### config.mk
export PLATFORM = sky130hd
export DESIGN_NAME = ascii_to_unsigned_parser_top
export DESIGN_NICKNAME = d
export VERILOG_FILES = /design/src/atup_pkg.sv /design/src/ascii_to_unsigned_parser_top.sv /design/src/atup_step.sv
export SDC_FILE = /design/constraint.sdc
export NUM_CORES = 1
export LEC_CHECK = 0
export BUFFER_PORTS_ARGS = -buffer_cell sky130_fd_sc_hd__buf_2
export CAP_MARGIN = 40
export CORE_MARGIN = 2
export CORE_UTILIZATION = 50
export CTS_CLUSTER_SIZE = 40
export DETAILED_ROUTE_END_ITERATION = 8
export PLACE_DENSITY = 0.67
export SYNTH_ARGS = -nofsm -noshare
export SYNTH_HDL_FRONTEND = slang
export SYNTH_SLANG_ARGS = --single-unit
### constraint.sdc
create_clock -name clk_i -period 10.45 [get_ports clk_i]
set_input_delay 2.09 -clock clk_i [delete_from_list [all_inputs] [get_ports clk_i]]
set_output_delay 2.09 -clock clk_i [all_outputs]
set_load 0.01 [all_outputs]
### src/atup_pkg.sv
`timescale 1ns / 1ps
// ----------------------------------------------------------------------------
// atup_pkg
// Shared widths, character codes, parse phases and state type for the
// ASCII to unsigned integer parser.
// ----------------------------------------------------------------------------
package atup_pkg;

  localparam int unsigned VALUE_WIDTH = 32;
  localparam int unsigned COUNT_WIDTH = 16;
  localparam int unsigned RADIX_WIDTH = 6;
  localparam int unsigned CHAR_WIDTH  = 8;
  localparam int unsigned OUT_TDATA_WIDTH = ((VALUE_WIDTH + COUNT_WIDTH + 7) / 8) * 8;

  localparam logic [CHAR_WIDTH-1:0] CH_SPACE = 8'h20;
  localparam logic [CHAR_WIDTH-1:0] CH_TAB   = 8'h09;
  localparam logic [CHAR_WIDTH-1:0] CH_CR    = 8'h0D;
  localparam logic [CHAR_WIDTH-1:0] CH_PLUS  = 8'h2B;
  localparam logic [CHAR_WIDTH-1:0] CH_MINUS = 8'h2D;
  localparam logic [CHAR_WIDTH-1:0] CH_ZERO  = 8'h30;
  localparam logic [CHAR_WIDTH-1:0] CH_NINE  = 8'h39;
  localparam logic [CHAR_WIDTH-1:0] CH_UC_A  = 8'h41;
  localparam logic [CHAR_WIDTH-1:0] CH_UC_Z  = 8'h5A;
  localparam logic [CHAR_WIDTH-1:0] CH_LC_A  = 8'h61;
  localparam logic [CHAR_WIDTH-1:0] CH_LC_Z  = 8'h7A;
  localparam logic [CHAR_WIDTH-1:0] CH_LC_X  = 8'h78;

  localparam logic [RADIX_WIDTH-1:0] RADIX_AUTO = 6'd0;
  localparam logic [RADIX_WIDTH-1:0] BASE_OCT   = 6'd8;
  localparam logic [RADIX_WIDTH-1:0] BASE_DEC   = 6'd10;
  localparam logic [RADIX_WIDTH-1:0] BASE_HEX   = 6'd16;
  localparam logic [RADIX_WIDTH-1:0] LETTER_BASE = 6'd10;

  typedef enum logic [2:0] {
    PH_SPACE,
    PH_PRE,
    PH_ZERO,
    PH_DIGITS,
    PH_DONE
  } phase_e;

  typedef struct packed {
    phase_e                  phase;
    logic                    minus;
    logic [RADIX_WIDTH-1:0]  base;
    logic [VALUE_WIDTH-1:0]  acc;
    logic [COUNT_WIDTH-1:0]  cnt;
  } parse_state_t;

  localparam parse_state_t ST_CLEAR = '{
    phase: PH_SPACE,
    minus: 1'b0,
    base:  '0,
    acc:   '0,
    cnt:   '0
  };

endpackage

### src/ascii_to_unsigned_parser_top.sv
`timescale 1ns / 1ps
// ----------------------------------------------------------------------------
// ascii_to_unsigned_parser_top
// Streaming parser that turns a character stream into unsigned integers.
// ----------------------------------------------------------------------------
//  Channel   Dir  Payload
//  s_axis    in   tuser = start_new, tdata = ch
//  m_axis    out  tdata = value, consumed (from bit 0 up)
//  cfg       in   cfg_data_i = radix
//
//  One character is taken per cycle unless a terminating character waits on a
//  full result register; an input register feeds the step logic, which updates
//  the parse state and fills the result register. A result passes the input
//  register and then the result register after its terminating character is taken.
//  Reset clears the parse state and sets the radix to automatic detection.
//  A stalled result holds only an item that would produce another result.
// ----------------------------------------------------------------------------
module ascii_to_unsigned_parser_top (
  input  logic                                     clk_i,
  input  logic                                     rst_ni,
  input  logic                                     s_axis_tvalid,
  output logic                                     s_axis_tready,
  input  logic [atup_pkg::CHAR_WIDTH-1:0]          s_axis_tdata,  // ch
  input  logic                                     s_axis_tuser,  // start_new
  output logic                                     m_axis_tvalid,
  input  logic                                     m_axis_tready,
  output logic [atup_pkg::OUT_TDATA_WIDTH-1:0]     m_axis_tdata,  // value, consumed
  input  logic                                     cfg_valid_i,
  output logic                                     cfg_ready_o,
  input  logic [atup_pkg::RADIX_WIDTH-1:0]         cfg_data_i
);
  import atup_pkg::*;

  logic                    in_valid_q;
  logic                    in_start_q;
  logic [CHAR_WIDTH-1:0]   in_ch_q;
  parse_state_t            state_q;
  parse_state_t            state_d;
  logic [RADIX_WIDTH-1:0]  radix_q;
  logic                    out_valid_q;
  logic [VALUE_WIDTH-1:0]  out_value_q;
  logic [COUNT_WIDTH-1:0]  out_count_q;

  logic                    step_emit;
  logic [VALUE_WIDTH-1:0]  step_value;
  logic [COUNT_WIDTH-1:0]  step_count;
  logic                    out_free;
  logic                    advance;
  logic                    out_load;

  atup_step u_step (
    .cur_i      (state_q),
    .start_i    (in_start_q),
    .ch_i       (in_ch_q),
    .radix_i    (radix_q),
    .nxt_o      (state_d),
    .emit_o     (step_emit),
    .value_o    (step_value),
    .consumed_o (step_count)
  );

  assign out_free      = !out_valid_q || m_axis_tready;
  assign advance       = in_valid_q && (!step_emit || out_free);
  assign out_load      = advance && step_emit;
  assign s_axis_tready = !in_valid_q || advance;
  assign cfg_ready_o   = 1'b1;

  assign m_axis_tvalid = out_valid_q;
  assign m_axis_tdata  = OUT_TDATA_WIDTH'({out_count_q, out_value_q});

  always_ff @(posedge clk_i or negedge rst_ni) begin
    if (!rst_ni) begin
      in_valid_q  <= 1'b0;
      state_q     <= ST_CLEAR;
      radix_q     <= RADIX_AUTO;
      out_valid_q <= 1'b0;
    end else begin
      if (s_axis_tready) begin
        in_valid_q <= s_axis_tvalid;
      end
      if (advance) begin
        state_q <= state_d;
      end
      if (cfg_valid_i) begin
        radix_q <= cfg_data_i;
      end
      if (out_load) begin
        out_valid_q <= 1'b1;
      end else if (m_axis_tready) begin
        out_valid_q <= 1'b0;
      end
    end
  end

  always_ff @(posedge clk_i) begin
    if (s_axis_tvalid && s_axis_tready) begin
      in_start_q <= s_axis_tuser;
      in_ch_q    <= s_axis_tdata;
    end
    if (out_load) begin
      out_value_q <= step_value;
      out_count_q <= step_count;
    end
  end

  a_result_ends_number : assert property (@(posedge clk_i) disable iff (!rst_ni)
    out_load |=> (state_q.phase == PH_DONE))
    else $error("parse state not finished after a result transfer");

  a_blocked_item_kept : assert property (@(posedge clk_i) disable iff (!rst_ni)
    (in_valid_q && step_emit && out_valid_q && !m_axis_tready) |=> in_valid_q)
    else $error("character dropped while the result register was full");

  a_count_monotonic : assert property (@(posedge clk_i) disable iff (!rst_ni)
    (advance && !in_start_q) |=> (state_q.cnt >= $past(state_q.cnt)))
    else $error("consumed count decreased within one number");

endmodule

### src/atup_step.sv
`timescale 1ns / 1ps
// ----------------------------------------------------------------------------
// atup_step
// Next-state logic for one character: whitespace, sign, base prefix and
// digit accumulation, plus the result produced on the terminating character.
// ----------------------------------------------------------------------------
module atup_step (
  input  atup_pkg::parse_state_t               cur_i,
  input  logic                                 start_i,
  input  logic [atup_pkg::CHAR_WIDTH-1:0]      ch_i,
  input  logic [atup_pkg::RADIX_WIDTH-1:0]     radix_i,
  output atup_pkg::parse_state_t               nxt_o,
  output logic                                 emit_o,
  output logic [atup_pkg::VALUE_WIDTH-1:0]     value_o,
  output logic [atup_pkg::COUNT_WIDTH-1:0]     consumed_o
);
  import atup_pkg::*;

  logic                           is_space;
  logic                           dig_ok;
  logic [RADIX_WIDTH-1:0]         dig_val;
  logic [VALUE_WIDTH+RADIX_WIDTH-1:0] prod;
  parse_state_t                   st;
  logic                           hold;
  logic                           count;

  assign is_space = (ch_i == CH_SPACE) || ((ch_i >= CH_TAB) && (ch_i <= CH_CR));

  always_comb begin
    dig_ok  = 1'b1;
    dig_val = '0;
    if ((ch_i >= CH_ZERO) && (ch_i <= CH_NINE)) begin
      dig_val = RADIX_WIDTH'(ch_i - CH_ZERO);
    end else if ((ch_i >= CH_LC_A) && (ch_i <= CH_LC_Z)) begin
      dig_val = RADIX_WIDTH'(ch_i - CH_LC_A) + LETTER_BASE;
    end else if ((ch_i >= CH_UC_A) && (ch_i <= CH_UC_Z)) begin
      dig_val = RADIX_WIDTH'(ch_i - CH_UC_A) + LETTER_BASE;
    end else begin
      dig_ok = 1'b0;
    end
  end

  always_comb begin
    st     = start_i ? ST_CLEAR : cur_i;
    hold   = (st.phase == PH_DONE);
    count  = 1'b0;
    emit_o = 1'b0;
    prod   = '0;

    if (!hold && st.phase == PH_SPACE) begin
      if (is_space) begin
        count = 1'b1;
        hold  = 1'b1;
      end else begin
        st.phase = PH_PRE;
        if (ch_i == CH_MINUS || ch_i == CH_PLUS) begin
          st.minus = (ch_i == CH_MINUS);
          count    = 1'b1;
          hold     = 1'b1;
        end
      end
    end

    if (!hold && st.phase == PH_PRE) begin
      if (radix_i == RADIX_AUTO) begin
        if (ch_i == CH_ZERO) begin
          st.base  = BASE_OCT;
          st.phase = PH_ZERO;
          count    = 1'b1;
          hold     = 1'b1;
        end else begin
          st.base  = BASE_DEC;
          st.phase = PH_DIGITS;
        end
      end else if (radix_i == BASE_HEX) begin
        st.base = BASE_HEX;
        if (ch_i == CH_ZERO) begin
          st.phase = PH_ZERO;
          count    = 1'b1;
          hold     = 1'b1;
        end else begin
          st.phase = PH_DIGITS;
        end
      end else begin
        st.base  = radix_i;
        st.phase = PH_DIGITS;
      end
    end

    if (!hold && st.phase == PH_ZERO) begin
      st.phase = PH_DIGITS;
      if (ch_i == CH_LC_X) begin
        st.base = BASE_HEX;
        count   = 1'b1;
        hold    = 1'b1;
      end
    end

    if (!hold && st.phase == PH_DIGITS) begin
      if (dig_ok && (dig_val < st.base)) begin
        prod   = (VALUE_WIDTH + RADIX_WIDTH)'(st.acc) * (VALUE_WIDTH + RADIX_WIDTH)'(st.base);
        st.acc = prod[VALUE_WIDTH-1:0] + VALUE_WIDTH'(dig_val);
        count  = 1'b1;
      end else begin
        st.phase = PH_DONE;
        emit_o   = 1'b1;
      end
    end

    if (count && (st.cnt != {COUNT_WIDTH{1'b1}})) begin
      st.cnt = st.cnt + COUNT_WIDTH'(1);
    end

    nxt_o = st;
  end

  assign value_o    = st.minus ? (VALUE_WIDTH'(0) - st.acc) : st.acc;
  assign consumed_o = st.cnt;

endmodule
After elaboration in Yosys (flattened, before gate mapping)
Cells that the tools add are included.
- bits in registers: 123
- word-level logic and storage cells: 120
- output and inout port bits: 51
- reduce and logical (&&, ||, !) cells: 28
- add/subtract/negate cells: 8
- muxes and demuxes: 51
- equal/unequal tests: 11
- order comparisons: 9
- multiply operators: 1
- operators by type and width (cell ; number):
    $mux 32 ; 3
    $mux 58 ; 1
    $mux 6 ; 8
    $add 32x6->32 ; 1
    $eq 8x6->1 const B ; 4
    $mul 32x6->32 ; 1
    $sub 1x32->32 const A ; 1
    $mux 1 ; 30
    $add 16x1->16 const B ; 1
    $ge 8x7->1 const B ; 2
    $le 8x7->1 const B ; 2
    $mux 16 ; 1
    $ne 16x16->1 const B ; 1
    $mux 3 ; 5
    $logic_and 1x1->1 ; 13
    $add 6x4->6 const B ; 2
    $sub 6x6->6 const B ; 2
    $eq 8x7->1 const B ; 1
    $ge 8x4->1 const B ; 1
    $ge 8x6->1 const B ; 1
    $le 8x4->1 const B ; 1
    $le 8x6->1 const B ; 1
    $mux 4 ; 2
    $logic_not 1->1 ; 7
    11 further kinds ; 16

Logic depth before layout (Yosys ltp)
- depth in word-level cells: 21
- gate-level depth with buffers: 31
- gate-level depth less buffers: 29

Hierarchy
Synthesis repeated with hierarchy kept, for this count alone.
- cells, all modules: 1525
- area total of the unflattened synthesis: 13676.9 µm²
- by module, submodules not included (module ; seq. area each (µm²) ; times used ; area an instance (µm²) ; cells an instance):
    atup_step ; 0.0 ; 1 ; 8349.3 ; 1112
    ascii_to_unsigned_parser_top ; 3363.2 ; 1 ; 5327.6 ; 413

Worst setup path after synthesis
No wires, ideal clock.
- path type: register to register
- start point: reg in_ch_q[0]
- end point: reg out_value_q[24], data pin
- data required time: 10.185 ns
- cell stages (with the launch flop): 32
- path slack: 2.149 ns
- arrival time: 8.036 ns
- path through: edfxtp_1 inv_1 ha_1 nand3b_1 a21o_1 a211oi_2 o221a_1 buf_2 mux2i_1 or2_2 clkbuf_1 nor2_1 fa_1 inv_1 fa_1 inv_1 fa_1 inv_1 fa_1 inv_1 ha_1 and3_1 a22o_1 o211a_1 or4_1 and3_4 or4_4 or4_4 a21boi_2 and3_1 a21oi_1 xor2_1
- word-level cells in the longest chain between the ends: 18
- RTL lines (item ; RTL line ; RTL):
    start, declared ; ascii_to_unsigned_parser_top.sv:36 ; logic [CHAR_WIDTH-1:0] in_ch_q;
    start signal, assigned ; ascii_to_unsigned_parser_top.sv:98 ; in_ch_q <= s_axis_tdata;
    parallel branches: the longest is 17 deep, another holds $mul 32x6->32 ; - ;
    $mux 32 * ; atup_step.sv:117 ; assign value_o = st.minus ? (VALUE_WIDTH'(0) - st.acc) : st.acc;
    net step_value[24] ; ascii_to_unsigned_parser_top.sv:45 ; logic [VALUE_WIDTH-1:0] step_value;
    end signal, assigned ; ascii_to_unsigned_parser_top.sv:101 ; out_value_q <= step_value;
    end, declared ; ascii_to_unsigned_parser_top.sv:41 ; logic [VALUE_WIDTH-1:0] out_value_q;
Mark *: on every way through the listed nets, which the timed path passes.
A chain may end at the register's enable or synchronous reset.

Worst setup path in the final report
Same ends and word-level chain as after synthesis.

==> flow_summary.ini <==
[clocking]
post_cts_buffers = 0
cts_tree = yes
clk_latency_ps = 430
root_buffer = clkbuf_16
cts_buffers = 17
holdBufCountCts = 0
clock_path_buffers = 2
cts_resized = 0
cts.sinks = 123
htreeDepth = 4
cts.clk_slew.worst_paths_ps = 60

[hold_path]
hold_start = state_q[53]
min_path_type = reg -> reg
hold_depth = 2

[grt]
grt-ovfl-total = 0
grt_pass1_wl_um = 53900
antenna_found_initial = 0
grt_use_total_pct = 25.81
grt_max_degree = 78
grt_pass1_vias = 10184

[timing]
hold_viol = 0
maxSlewViolCount = 0
fin_ws_ps = 897.4
slew-limit-headroom_pct = 47.51
fin_tns_setup_ps = 0
fmax_mhz = 104.7
setup_viol = 0
timing.hold.ws_ps = 481.6
min_period_ps = 9553
worstMarginPinSlew_ps = 787.3
finalCritPeriodShare_pct = 91.41
rsz0062_at_grt = false
finClkSkew_ps = 14.63

[synth]
ys_ff_latch = 123
postSynthCellCount = 1403
synth.most_common_cell = nor2_1
synth_top_area_share_pct = 17.85
synth_cell_types = 82
syn_nets = 1615
async_flop_share_pct = 53.66
synth_ff_type = dfrtp_1
synth_top_cells_by_area = fa_1 (18%), edfxtp_1 (14%), dfrtp_1 (13%)
syn_avg_cell_area_um2 = 8.955
syn_area_um2 = 12560
yosys_warnings = 0
yosys-top-cells-count = nor2_1 (249), nand2_1 (151), fa_1 (112), ha_1 (80), a21oi_1 (77)
synth-edff-count = 57
yosysSeqAreaShare_pct = 26.77
post-synth-top-area-cell = fa_1

[worst_setup_path]
crit_path_start = in_ch_q[0]
required_ps = 10620
path_max_fanout = 17
endpoint = out_value_q[24]
cp_data_arrival_time_ps = 9720
crit_family = simple AND/OR/NAND/NOR gates
r2r-end = out_value_q[24]
worst-path-stages = 28
crit_buf_inv = 4
rr_worst_depth = 28
critPathMaxStageDelay_ps = 590
critPathKind = reg -> reg
cp-end-kind = flop
critPathLaunchType = flop
slowest_stage = o221a_1
rrSetupSlack_ps = 900
reg2reg_from = in_ch_q[0]

[placed_design]
dp_cells = 1756
post-place-ws_ps = 1098
dp_hpwl_um = 24580
numPortBuffers = 69
dpl_cell_area_um2 = 13260
gp_congestion = 0.8967

[die]
start_util_pct = 50.47
ioPinCount = 71
placementRows = 58
die_w_um = 162.5
core-area_um2 = 24890
die_height_um = 162.5
die_area_um2 = 26410

[cells_and_area]
final-instance-count-excl-fill = 1787
fillers = 2249
drive_above_1_share_pct = 10.78
utilization_pct = 55.50
design_area_um2 = 13810
diodes = 0
area_delta_synth_final_pct = 9.959
nets = 1657

[pwr]
vdd_drop_max_mv = 0.1378
p_per_area_nw_per_um2 = 133.6
p_total_mw = 1.846
p_leak_nw = 6.557

[routing]
drtPass1Iterations = 8
drt-total-wl_um = 32730
wl_per_cell_um = 18.31
first_iter_violations = 814
routed_via_density = 5.848
ant_nets = 0
vias = 10451
post-route-drc-count = 0

[flow_run]
drv_cap = 0

[run_status]
outcome = finished, final reports clean
cells by family after synthesis:
family                   count (synthesis)  share of synthesized area [%]
buffers and inverters                  134                          4.193
AND/OR/NAND/NOR                        549                          19.58
XOR/XNOR                                82                          5.826
adder cells (fa/ha/maj)                192                          25.81
other                                    1                        0.02985
AO/OA/AOI/OAI                          293                          15.38
multiplexers                            29                          2.410
flip-flops                             123                          26.77
where the power goes:
group / leakage, nW / internal, mW / switching [mW]
Clock: 0.262 / 0.326 / 0.242
Sequential: 1.45 / 0.598 / 0.0398
Combinational: 4.85 / 0.195 / 0.445
Total: 6.56 / 1.12 / 0.727
cell type report:
type	instances	area [µm²]	area share, %
clock buffers	17	425.4	3.079
clock inverters	14	125.1	0.9057
inverters	66	247.7	1.793
multi-input cells	1146	8700	62.97
flip-flops and latches	123	3363	24.35
well taps	330	412.9	2.989
repair buffers	91	540.5	3.913
cell usage in the layout, fill, tap and decap left out, drive strengths merged, types with 4 or more instances in the layout:
| cell type | Yosys | routed |
|---|---|---|
| a211oi | 8 | 8 |
| a21boi | 4 | 4 |
| a21o | 22 | 22 |
| a21oi | 78 | 78 |
| a22o | 16 | 16 |
| a31o | 5 | 5 |
| a31oi | 15 | 15 |
| and2 | 7 | 7 |
| and3 | 15 | 15 |
| buf | 21 | 91 |
| clkbuf | 47 | 17 |
| clkinv | 0 | 8 |
| dfrtp | 66 | 66 |
| edfxtp | 57 | 57 |
| fa | 112 | 112 |
| ha | 80 | 80 |
| inv | 66 | 68 |
| mux2 | 10 | 10 |
| mux2i | 19 | 19 |
| nand2 | 151 | 151 |
| nand2b | 11 | 11 |
| nand3 | 26 | 26 |
| nand4 | 12 | 12 |
| nor2 | 249 | 249 |
| nor2b | 18 | 18 |
| nor3 | 16 | 16 |
| nor3b | 9 | 9 |
| nor4 | 9 | 9 |
| o2111a | 4 | 4 |
| o211a | 7 | 7 |
| o211ai | 8 | 8 |
| o21a | 9 | 9 |
| o21ai | 75 | 75 |
| o31ai | 6 | 6 |
| or3 | 7 | 7 |
| xnor2 | 59 | 59 |
| xor2 | 22 | 22 |
flip-flops by register name, indices dropped and copies added, names as in the netlist:
register       cells
state_q           58
m_axis_tvalid      1
out_count_q       16
in_ch_q            8
radix_q            6
in_valid_q         1
in_start_q         1
out_value_q       32
how the worst min path moves through the flow:
stage	slack, ps	to
floorplan	440	state_q[48]
CTS	480	state_q[53]
detailed placement	470	state_q[53]
global route	520	state_q[29]
global placement	460	state_q[52]
finish	480	state_q[53]
worst min-delay path, cell delays in order (launching register included):
cell and delay (ps):
dfrtp_1 340, nand2_1 50, o21ai_0 60
routing by layer:
metal	vias up	track usage (%)	wire, µm
li1	4939	-	-
met1	5073	34.56	14230
met2	386	43.23	15670
met3	53	3.947	1925
met4	0	8.367	907
met5	-	0	0
Power figures use the tool's default switching activity.
